**src/mexp_pkg.sv**
```systemverilog
// Shared types and constants of the modular exponentiation core.
// No dependencies.
`default_nettype none
package mexp_pkg;
   localparam int RESIDUE_BITS_DEF = 64;
   localparam int EXP_BITS = 64;
   localparam int FIELD_BITS = 64;

   typedef struct packed {
      logic load;
      logic shift;
   } cell_ctrl_type;
endpackage
`default_nettype wire

```
**src/mexp_cell.sv**
```systemverilog
// One cell of the exponent chain: holds one exponent bit, loads it or takes
// its lower neighbor's bit. Depends on mexp_pkg.
`default_nettype none
module mexp_cell (
   input  wire                    clock,
   input  wire mexp_pkg::cell_ctrl_type ctrl,
   input  wire                    load_bit,
   input  wire                    next_bit,
   output logic                   q
);
   logic bit_ff, bit_in;

   always_comb begin
      bit_in = bit_ff;
      if (ctrl.load) begin
         bit_in = load_bit;
      end else if (ctrl.shift) begin
         bit_in = next_bit;
      end
   end

   always_ff @(posedge clock) begin
      bit_ff <= bit_in;
   end

   assign q = bit_ff;
endmodule
`default_nettype wire

```
**src/mexp_mulmod.sv**
```systemverilog
// Bit-serial modular multiplier: acc = 2*acc + b_i*a mod m, one multiplier
// bit per cycle, most significant first. Depends on mexp_pkg.
`default_nettype none
module mexp_mulmod #(
   parameter int W = mexp_pkg::RESIDUE_BITS_DEF
) (
   input  wire          clock,
   input  wire          reset,
   input  wire          start,
   input  wire  [W-1:0] a,
   input  wire  [W-1:0] b,
   input  wire  [W-1:0] m,
   output logic         busy,
   output logic         done,
   output logic [W-1:0] result
);
   localparam int CW = $clog2(W + 1);

   logic [W-1:0]  acc_ff, acc_in, b_ff, b_in;
   logic [CW-1:0] cnt_ff, cnt_in;
   logic          run_ff, run_in, done_ff, done_in;
   logic [W:0]    dbl, dred, sum, sred;

   always_comb begin
      dbl  = {acc_ff, 1'b0};
      dred = (dbl >= {1'b0, m}) ? dbl - {1'b0, m} : dbl;
      sum  = dred + {1'b0, a};
      sred = (sum >= {1'b0, m}) ? sum - {1'b0, m} : sum;
      acc_in  = acc_ff;
      b_in    = b_ff;
      cnt_in  = cnt_ff;
      run_in  = run_ff;
      done_in = 1'b0;
      if (start) begin
         acc_in = '0;
         b_in   = b;
         cnt_in = CW'(W);
         run_in = 1'b1;
      end else if (run_ff) begin
         acc_in = b_ff[W-1] ? sred[W-1:0] : dred[W-1:0];
         b_in   = {b_ff[W-2:0], 1'b0};
         cnt_in = cnt_ff - 1'b1;
         if (cnt_ff == CW'(1)) begin
            run_in  = 1'b0;
            done_in = 1'b1;
         end
      end
   end

   always_ff @(posedge clock) begin
      if (reset) begin
         run_ff  <= 1'b0;
         done_ff <= 1'b0;
         cnt_ff  <= '0;
      end else begin
         run_ff  <= run_in;
         done_ff <= done_in;
         cnt_ff  <= cnt_in;
      end
      acc_ff <= acc_in;
      b_ff   <= b_in;
   end

   assign busy   = run_ff;
   assign done   = done_ff;
   assign result = acc_ff;

   a_done_after_run: assert property (@(posedge clock) disable iff (reset)
      done |-> $past(run_ff)) else $error("done without a running product");
   a_no_restart: assert property (@(posedge clock) disable iff (reset)
      run_ff && cnt_ff != CW'(1) |=> run_ff || done) else $error("product dropped");
   a_done_not_busy: assert property (@(posedge clock) disable iff (reset)
      !(run_ff && done_ff)) else $error("done while still running");
endmodule
`default_nettype wire

```
**src/modular_exponentiation_core.sv**
```systemverilog
// Top level of the modular exponentiation core: control sequencer, exponent
// cell chain and shared multiplier. Depends on mexp_pkg, mexp_cell, mexp_mulmod.
//
// Computes req_base ^ req_exponent mod modulus by left-to-right square and
// multiply. An item is taken when start is high and busy is low; the result
// appears on rsp_* for one cycle with rsp_valid and cannot be stalled, so the
// receiver must take it then. Processing: a leading-zero scan of the exponent
// down to its top set bit, then per remaining exponent bit one squaring plus
// one multiply on a one bit, each on the bit-serial multiplier.
// An out-of-range base or zero exponent is answered straight from idle. The
// user must write the modulus over the csr_ port only while busy is low;
// the block itself does not enforce this.
`default_nettype none
module modular_exponentiation_core #(
   parameter int RESIDUE_BITS = mexp_pkg::RESIDUE_BITS_DEF
) (
   input  wire                              clock,
   input  wire                              reset,
   input  wire                              start,
   output logic                             busy,
   input  wire  [mexp_pkg::FIELD_BITS-1:0]  req_base,
   input  wire  [mexp_pkg::EXP_BITS-1:0]    req_exponent,
   output logic                             rsp_valid,
   output logic [mexp_pkg::FIELD_BITS-1:0]  rsp_power,
   output logic                             rsp_base_out_of_range,
   input  wire                              csr_valid,
   output logic                             csr_ready,
   input  wire  [mexp_pkg::FIELD_BITS-1:0]  csr_data
);
   localparam int W  = RESIDUE_BITS;
   localparam int E  = mexp_pkg::EXP_BITS;
   localparam int CW = $clog2(E + 1);
   localparam logic [2:0] S_IDLE = 3'd0;
   localparam logic [2:0] S_SCAN = 3'd1;
   localparam logic [2:0] S_NEXT = 3'd2;
   localparam logic [2:0] S_SQ   = 3'd3;
   localparam logic [2:0] S_MUL  = 3'd4;

   logic [2:0]    state_ff, state_in;
   logic [W-1:0]  modulus_ff, modulus_in, t_ff, t_in, base_ff, base_in;
   logic [CW-1:0] cnt_ff, cnt_in;
   logic          vld_ff, vld_in, oor_ff, oor_in;
   logic [mexp_pkg::FIELD_BITS-1:0] pow_ff, pow_in;
   logic [E-1:0]  exp_q;
   mexp_pkg::cell_ctrl_type cctl;
   logic          mm_start, mm_busy, mm_done;
   logic [W-1:0]  mm_b, mm_res;
   logic          accept;

   assign accept    = start && !busy;
   assign busy      = state_ff != S_IDLE;
   assign csr_ready = 1'b1;

   for (genvar i = 0; i < E; i++) begin : g_cell
      logic nb;
      if (i == 0) begin : g_lo
         assign nb = 1'b0;
      end else begin : g_up
         assign nb = exp_q[i-1];
      end
      mexp_cell u_cell (
         .clock(clock), .ctrl(cctl), .load_bit(req_exponent[i]),
         .next_bit(nb), .q(exp_q[i])
      );
   end

   mexp_mulmod #(.W(W)) u_mul (
      .clock(clock), .reset(reset), .start(mm_start), .a(t_ff), .b(mm_b),
      .m(modulus_ff), .busy(mm_busy), .done(mm_done), .result(mm_res)
   );

   always_comb begin
      state_in   = state_ff;
      modulus_in = modulus_ff;
      t_in       = t_ff;
      base_in    = base_ff;
      cnt_in     = cnt_ff;
      vld_in     = 1'b0;
      oor_in     = oor_ff;
      pow_in     = pow_ff;
      cctl       = '0;
      mm_start   = 1'b0;
      mm_b       = t_ff;
      if (csr_valid && csr_ready) begin
         modulus_in = csr_data[W-1:0];
      end
      unique case (state_ff)
         S_IDLE: begin
            if (accept) begin
               cctl.load = 1'b1;
               base_in   = req_base[W-1:0];
               t_in      = req_base[W-1:0];
               cnt_in    = CW'(E);
               if (req_base >= mexp_pkg::FIELD_BITS'(modulus_ff)) begin
                  vld_in = 1'b1;
                  oor_in = 1'b1;
                  pow_in = '0;
               end else if (req_exponent == '0) begin
                  vld_in = 1'b1;
                  oor_in = 1'b0;
                  pow_in = (modulus_ff == W'(1)) ? '0 : mexp_pkg::FIELD_BITS'(1);
               end else begin
                  state_in = S_SCAN;
               end
            end
         end
         S_SCAN: begin
            cctl.shift = 1'b1;
            cnt_in     = cnt_ff - 1'b1;
            if (exp_q[E-1]) begin
               state_in = S_NEXT;
            end
         end
         S_NEXT: begin
            if (cnt_ff == '0) begin
               vld_in   = 1'b1;
               oor_in   = 1'b0;
               pow_in   = mexp_pkg::FIELD_BITS'(t_ff);
               state_in = S_IDLE;
            end else begin
               mm_start = 1'b1;
               state_in = S_SQ;
            end
         end
         S_SQ: begin
            if (mm_done) begin
               t_in = mm_res;
               if (exp_q[E-1]) begin
                  state_in = S_MUL;
               end else begin
                  cctl.shift = 1'b1;
                  cnt_in     = cnt_ff - 1'b1;
                  state_in   = S_NEXT;
               end
            end
         end
         S_MUL: begin
            mm_b = base_ff;
            if (!mm_busy && !mm_done) begin
               mm_start = 1'b1;
            end
            if (mm_done) begin
               t_in       = mm_res;
               cctl.shift = 1'b1;
               cnt_in     = cnt_ff - 1'b1;
               state_in   = S_NEXT;
            end
         end
         default: state_in = S_IDLE;
      endcase
   end

   always_ff @(posedge clock) begin
      if (reset) begin
         state_ff   <= S_IDLE;
         modulus_ff <= W'(1);
         vld_ff     <= 1'b0;
         cnt_ff     <= '0;
      end else begin
         state_ff   <= state_in;
         modulus_ff <= modulus_in;
         vld_ff     <= vld_in;
         cnt_ff     <= cnt_in;
      end
      t_ff    <= t_in;
      base_ff <= base_in;
      oor_ff  <= oor_in;
      pow_ff  <= pow_in;
   end

   assign rsp_valid             = vld_ff;
   assign rsp_power             = pow_ff;
   assign rsp_base_out_of_range = oor_ff;

   a_rsp_idle: assert property (@(posedge clock) disable iff (reset)
      rsp_valid |-> state_ff == S_IDLE) else $error("result while busy");
   a_mul_owner: assert property (@(posedge clock) disable iff (reset)
      mm_busy |-> state_ff == S_SQ || state_ff == S_MUL)
      else $error("multiplier running outside product states");
   a_accept_moves: assert property (@(posedge clock) disable iff (reset)
      accept |=> busy || rsp_valid) else $error("transfer produced nothing");
endmodule
`default_nettype wire
```
**config.mk**
```make
export PLATFORM = sky130hd
export DESIGN_NAME = modular_exponentiation_core
export DESIGN_NICKNAME = d
export VERILOG_FILES = /design/src/mexp_pkg.sv /design/src/mexp_cell.sv /design/src/mexp_mulmod.sv /design/src/modular_exponentiation_core.sv
export SDC_FILE = /design/constraint.sdc
export NUM_CORES = 1
export LEC_CHECK = 0
export ABC_CLOCK_PERIOD_IN_PS = 23200
export BUFFER_PORTS_ARGS = -buffer_cell sky130_fd_sc_hd__clkbuf_2
export CAP_MARGIN = 20
export CORE_MARGIN = 3
export CORE_UTILIZATION = 43
export CTS_CLUSTER_DIAMETER = 120
export CTS_CLUSTER_SIZE = 40
export DETAILED_ROUTE_END_ITERATION = 8
export GPL_TIMING_DRIVEN = 0
export PLACE_DENSITY = 0.63
export SYNTH_ARGS = -nofsm -noshare
export SYNTH_HDL_FRONTEND = slang
export SYNTH_SLANG_ARGS = --single-unit
```
**constraint.sdc**
```tcl
create_clock -name clock -period 23.2 [get_ports clock]
set_input_delay 1.16 -clock clock [delete_from_list [all_inputs] [get_ports clock]]
set_output_delay 1.16 -clock clock [all_outputs]
set_load 0.01 [all_outputs]
```
==> results of run 1 <==
[synthesized netlist by cell type (106+ instances only)]
cell / count
nand2_1: 387
edfxtp_1: 321
nor2_1: 314
a21oi_1: 287
ha_1: 259
o21ai_0: 160
dfxtp_1: 148
clkbuf_1: 146
inv_1: 134
mux2_2: 134
mux2i_1: 118
xnor2_1: 116
a21o_1: 106
[kinds of logic (layout without fill, tap and decap cells)]
| family | Yosys count | after routing | synth area share (%) |
|---|---|---|---|
| AND/OR/NAND/NOR | 1131 | 1131 | 15.89 |
| multiplexers | 255 | 255 | 8.169 |
| other | 1 | 2 | 0.01120 |
| AO/OA/AOI/OAI | 998 | 998 | 19.27 |
| adder cells (fa/ha/maj) | 262 | 262 | 9.858 |
| XOR/XNOR | 183 | 183 | 4.787 |
| flip-flops | 469 | 469 | 37.64 |
| buffers and inverters | 335 | 649 | 4.387 |
[layout by cell type, fill, tap and decap left out, types with 78 or more instances in the layout]
cell type and instances:
a21o_1 106, a21oi_1 287, a31oi_1 95, and2_1 78, clkbuf_1 144, clkbuf_2 265
dfxtp_1 148, edfxtp_1 321, ha_1 259, inv_1 134, mux2_2 134, mux2i_1 118
nand2_1 387, nor2_1 314, o21ai_0 159, xnor2_1 116
[metal layers]
layer	track usage (%)	vias to the layer above	part of all wire, %
met4	9.621	2	3.9
li1	-	14040	-
met5	0	-	0.010
met1	41.33	14630	43
met2	48.31	1351	45
met3	5.036	204	8.3
[registers in the layout (all words and copies together) (netlist names)]
signal	cells
cnt_ff	7
u_mul.busy	1
u_mul.done	1
rsp_valid	1
rsp_power	64
u_mul.result	64
state_ff	3
g_cell.u_cell.q	64
rsp_base_out_of_range	1
u_mul.b_ff	64
t_ff	64
modulus_ff	64
u_mul.cnt_ff	7
base_ff	64
[final timing paths]
kind	endpoint	slack, ps	cells past startpoint
worst max register to register	u_mul.result[53]	11430	37
worst min-delay path	cnt_ff[6]	500	1
worst min register to register	cnt_ff[6]	500	1
worst max-delay path	u_mul.result[53]	11430	37
[cell type report]
type / count / area (µm²) / area share (%)
Timing Repair Buffer: 278 / 1600 / 4.305
Buffer: 201 / 970.9 / 2.612
Sequential cell: 469 / 12600 / 33.90
Antenna cell: 1 / 2.502 / 0.006731
Inverter: 134 / 505.5 / 1.360
Multi-Input combinational cell: 2830 / 19450 / 52.31
Tap cell: 1030 / 1289 / 3.467
Clock inverter: 13 / 206.4 / 0.5553
Clock buffer: 23 / 554.3 / 1.491
[through the flow]
| step | instances | worst slack, ps |
|---|---|---|
| 2_1_floorplan | 3634 | 15440 |
| 3_3_place_gp | 4924 | 11920 |
| 3_5_place_dp | 4940 | 11890 |
| 4_1_cts | 4976 | 11800 |
| 5_1_grt | 4978 | 11170 |
| 6_report | 4979 | 11430 |
==> metrics, run 1 <==
synthesized area approximately 0.033 mm²; post-DR wirelength/cell 25.49 µm; Initial DRC Count about 3.2k; share of layout cells above drive strength 1 between 10% and 20%; register area share after synthesis 37.64%; Synth Register Bits 469; final net count around 4.4k; Clock Skews roughly 60 ps; Detailed Place HPWL 101900 µm; Distinct cells, synth 100; cts bufs inserted 20; # DRC 0; CP Launch Point modulus_ff[40]; cts hold-fix bufs 0; setup violators final 0; GR Overflow Total 0; Routed Antenna Nets 0; highest-delay cell along the critical path clkbuf_1; startpoint types register; Hold Vio Cnt, Final 0; min Tclk post-route between 10000 and 15000 ps; relative slew slack approximately 17%; # IOs ~260; RSZ-0062 raised after global routing false; Port Buffers 260; Die Ht 285.1 µm; # clock sinks about 470; min-delay worst type reg2reg; startpoint of the worst hold path cnt_ff[6]; clk slew on worst S/H paths 150 ps; Worst Max-Slew Pin Slew about 1200 ps; r2r startpoint modulus_ff[40]; EDFF count, synth 321; CP Capture Type register; placed cell areas between 0.03 and 0.04 mm²; CTS Root Cell clkbuf_16; DR pass1 iterations 7; top cells by area, synth edfxtp_1 29%, ha_1 9.7%, dfxtp_1 8.8%; Worst Path Required 23670 ps; Syn Inst Count between 3k and 4k; Max Slew Vio Count 0; max_cap viols 0; largest net degree at the start of global routing 41; vias per inst around 6.1; Clock Latency Late Sink approximately 630 ps; peak per-stage delay on the critical path 940 ps; Setup Crit Path Kind reg2reg; Yosys top cell area share 28.79%; Fillers ~7.5k; crit share post-route between 50% and 60%; Max Fanout on Critical Path 10; leading area contributor after synthesis edfxtp_1; number of global-route vias before repair 28.29k; syn_nets 4092; Async SR Flop Fraction 0%; TNS Setup 0 ps; post-CTS resize count 0; Synth Warn # 0; Max Fclk about 85 MHz; Area growth, synth to finish 11.03%; Crit path max-delay family compound AO/OA/AOI/OAI gates; fin util roughly half; initial antenna violation count 4; global-route wire length before repair about 190000 µm; total die area approximately 0.08 mm²; routability cong. approximately 1; Final Instance Area between 0.03 and 0.04 mm²; routed wire length approximately 130000 µm; CTS H-Tree Depth 1; Max Buffers Root-to-Sink 3; critical path arrival 12250 ps; WP buf/inv 7; initial core utilization a little over two fifths; CTS tree built; total vias in the final route ~30k; die width between 200 and 300 µm; # Post-CTS Setup Buffers 0; Primary FF master, synth edfxtp_1; gr usage total 30.07%; Mean Syn Cell Area roughly 9.2 µm²; Min Hold Slack between 400 and 500 ps; core area about 0.077 mm²; status completed; row count 101
Power of run 1 is not shown: default switching activity piles up to over one toggle a cycle in this logic, so the estimate is an artifact.
==> run 2, diff against run 1 <==
- ABC_CLOCK_PERIOD_IN_PS: 23200 -> 9880
- PLACE_DENSITY: 0.63 -> 0.66
- clock period: 23.2 -> 9.88 ns (I/O delays scaled with it)
==> run 2 against run 1 <==
  * Setup slack worse by 11000 ps
  * Non-clock buffer count is 4 lower
  * Sequential cell count unchanged
  * Via count is essentially flat
  * Highest routed layer unchanged
  * Clock-buffer cell count shrank 1
  * Critical endpoint is now u_mul.result[21]
==> metrics, run 2 (same netlist as run 1, synthesis figures left out) <==
CTS tree built; max_cap viols 0 (unchanged); Clock Skews 46.67 ps (-11.83 ps); Detailed Place HPWL 100700 µm (-1.2%); Max Slew Vio Count 0 (unchanged); global-route wire length before repair 183900 µm (-0.84%); peak per-stage delay on the critical path 610 ps (-330 ps); clk slew on worst S/H paths 140 ps (about the same); core area 0.07658 mm² (unchanged); DR pass1 iterations 5 (-2); # IOs 264 (unchanged); Hold Path Cell Cnt 1 (unchanged); startpoint types register; Worst Max-Slew Pin Slew 1308 ps (+65.36 ps); Min Hold Slack 80.04 ps (-415.2 ps); row count 101 (unchanged); Area growth, synth to finish 11.92%; initial antenna violation count 6 (+2); TNS Setup 0 ps (unchanged); CP Capture Type register; # DRC 0 (unchanged); Initial DRC Count 3226 (+2.4%); Port Buffers 260 (unchanged); die width 285.1 µm (unchanged); total vias in the final route 30.24k (+0.043%); # clock sinks 469 (unchanged); reg2reg setup slack 180 ps (-11250 ps); relative slew slack 12.79% (-4.4 points); setup violators final 0 (unchanged); initial core utilization 43.72% (unchanged); Routed Antenna Nets 0 (unchanged); most used cell, CP ha_1; status completed; min Tclk post-route 9698 ps (-2074 ps); gr usage total 29.75% (-0.32 points); vias per inst 6.082 (+0.18%); highest-delay cell along the critical path or4_4; Max Fanout on Critical Path 10 (unchanged); Max Fclk 103.1 MHz (+21%); Worst Path Required 10370 ps (-13300 ps); Hold Vio Cnt, Final 0 (unchanged); final net count 4387 (-0.11%); Max Buffers Root-to-Sink 3 (unchanged); commonest non-fill, non-tap cell in the layout nand2_1; Die Ht 285.1 µm (unchanged); routed wire length 126300 µm (-0.52%); GR Overflow Total 0 (unchanged); r2r startpoint modulus_ff[5]; register area 0.01261 mm² (about the same); largest net degree at the start of global routing 42 (+2.4%); cts bufs inserted 19 (-5.0%); critical path arrival 10180 ps (-2070 ps); Clock Latency Late Sink 620 ps (about the same); Worst Hold End base_ff[0]; CTS H-Tree Depth 1 (unchanged); CTS Root Cell clkbuf_16; min-delay worst type in2reg; share of layout cells above drive strength 1 15.66% (+1.4 points); worst reg2reg path depth 35 (-5.4%); total die area 0.08125 mm² (unchanged); number of global-route vias before repair 28.23k (-0.23%); area used by multi-input combinational logic 0.01973 mm² (+1.4%); Setup Crit Path Kind reg2reg; reg2reg end u_mul.result[21]; startpoint of the worst hold path req_base[0]; most frequent cells in the layout 386 x nand2_1, 321 x edfxtp_1, 313 x nor2_1; Fillers 7356 (-1.6%); post-DR wirelength/cell 25.40 µm (-0.38%); crit share post-route 98.16% (+47 points); routability cong. 1.009 (+1.2%)
[run 2: routing by layer]
| metal | vias up | wire, µm | GRT usage, % |
|---|---|---|---|
| met1 | 14580 | 54330 | 41.40 |
| met2 | 1364 | 55180 | 46.73 |
| li1 | 14030 | - | - |
| met3 | 257 | 10940 | 4.373 |
| met5 | - | 27 | 0 |
| met4 | 4 | 5798 | 11.43 |
[run 2: worst max path at each step]
stage	start	end	slack, ps	depth (start not counted)
after floorplan	modulus_ff[47]	u_mul.result[31]	2120	38
after global placement	modulus_ff[42]	u_mul.result[20]	-1470	38
after detailed placement	modulus_ff[42]	u_mul.result[21]	-1530	38
after CTS	modulus_ff[9]	u_mul.result[21]	40	37
after global routing	modulus_ff[27]	u_mul.result[44]	-20	33
final	modulus_ff[5]	u_mul.result[21]	180	35
[run 2: final cells by class]
cell class	count	area share [%]
inverters	134	1.349
well taps	1030	3.439
plain buffers	192	2.668
flip-flops and latches	469	33.64
repair buffers	283	4.437
clock buffers	22	1.299
diodes	1	0.006678
clock inverters	11	0.5209
multi-input cells	2830	52.64
[run 2: worst max-delay path: cells and delay by family, from the launching register on]
| kind | cells | cell delay [ps] |
|---|---|---|
| buffers and inverters | 5 | 860 |
| adder cells (fa/ha/maj) | 3 | 960 |
| AO/OA/AOI/OAI | 14 | 3680 |
| flip-flops | 1 | 510 |
| XOR/XNOR | 2 | 320 |
| multiplexers | 2 | 690 |
| AND/OR/NAND/NOR | 9 | 2500 |
[run 2: what timing repair did]
item                       in CTS  in global routing
hold buffers                    0                  0
setup buffers                   3                  2
resized for setup              44                 53
setup endpoints to repair      64                 64
hold endpoints to repair        0                  0
pin swaps                       3                  2
[run 2: stage by stage]
step           cells  area (µm²)  util [%]  setup WS [ps]
6_report        4972       37470     48.93          181.6
5_1_grt         4971       37470     48.93         -24.21
4_1_cts         4972       37250     48.64          38.05
3_3_place_gp    4924       36070     47.10          -1466
2_1_floorplan   3634       33480         -           2120
3_5_place_dp    4940       36410     47.54          -1534
Power of run 2 is left out for the same reason.
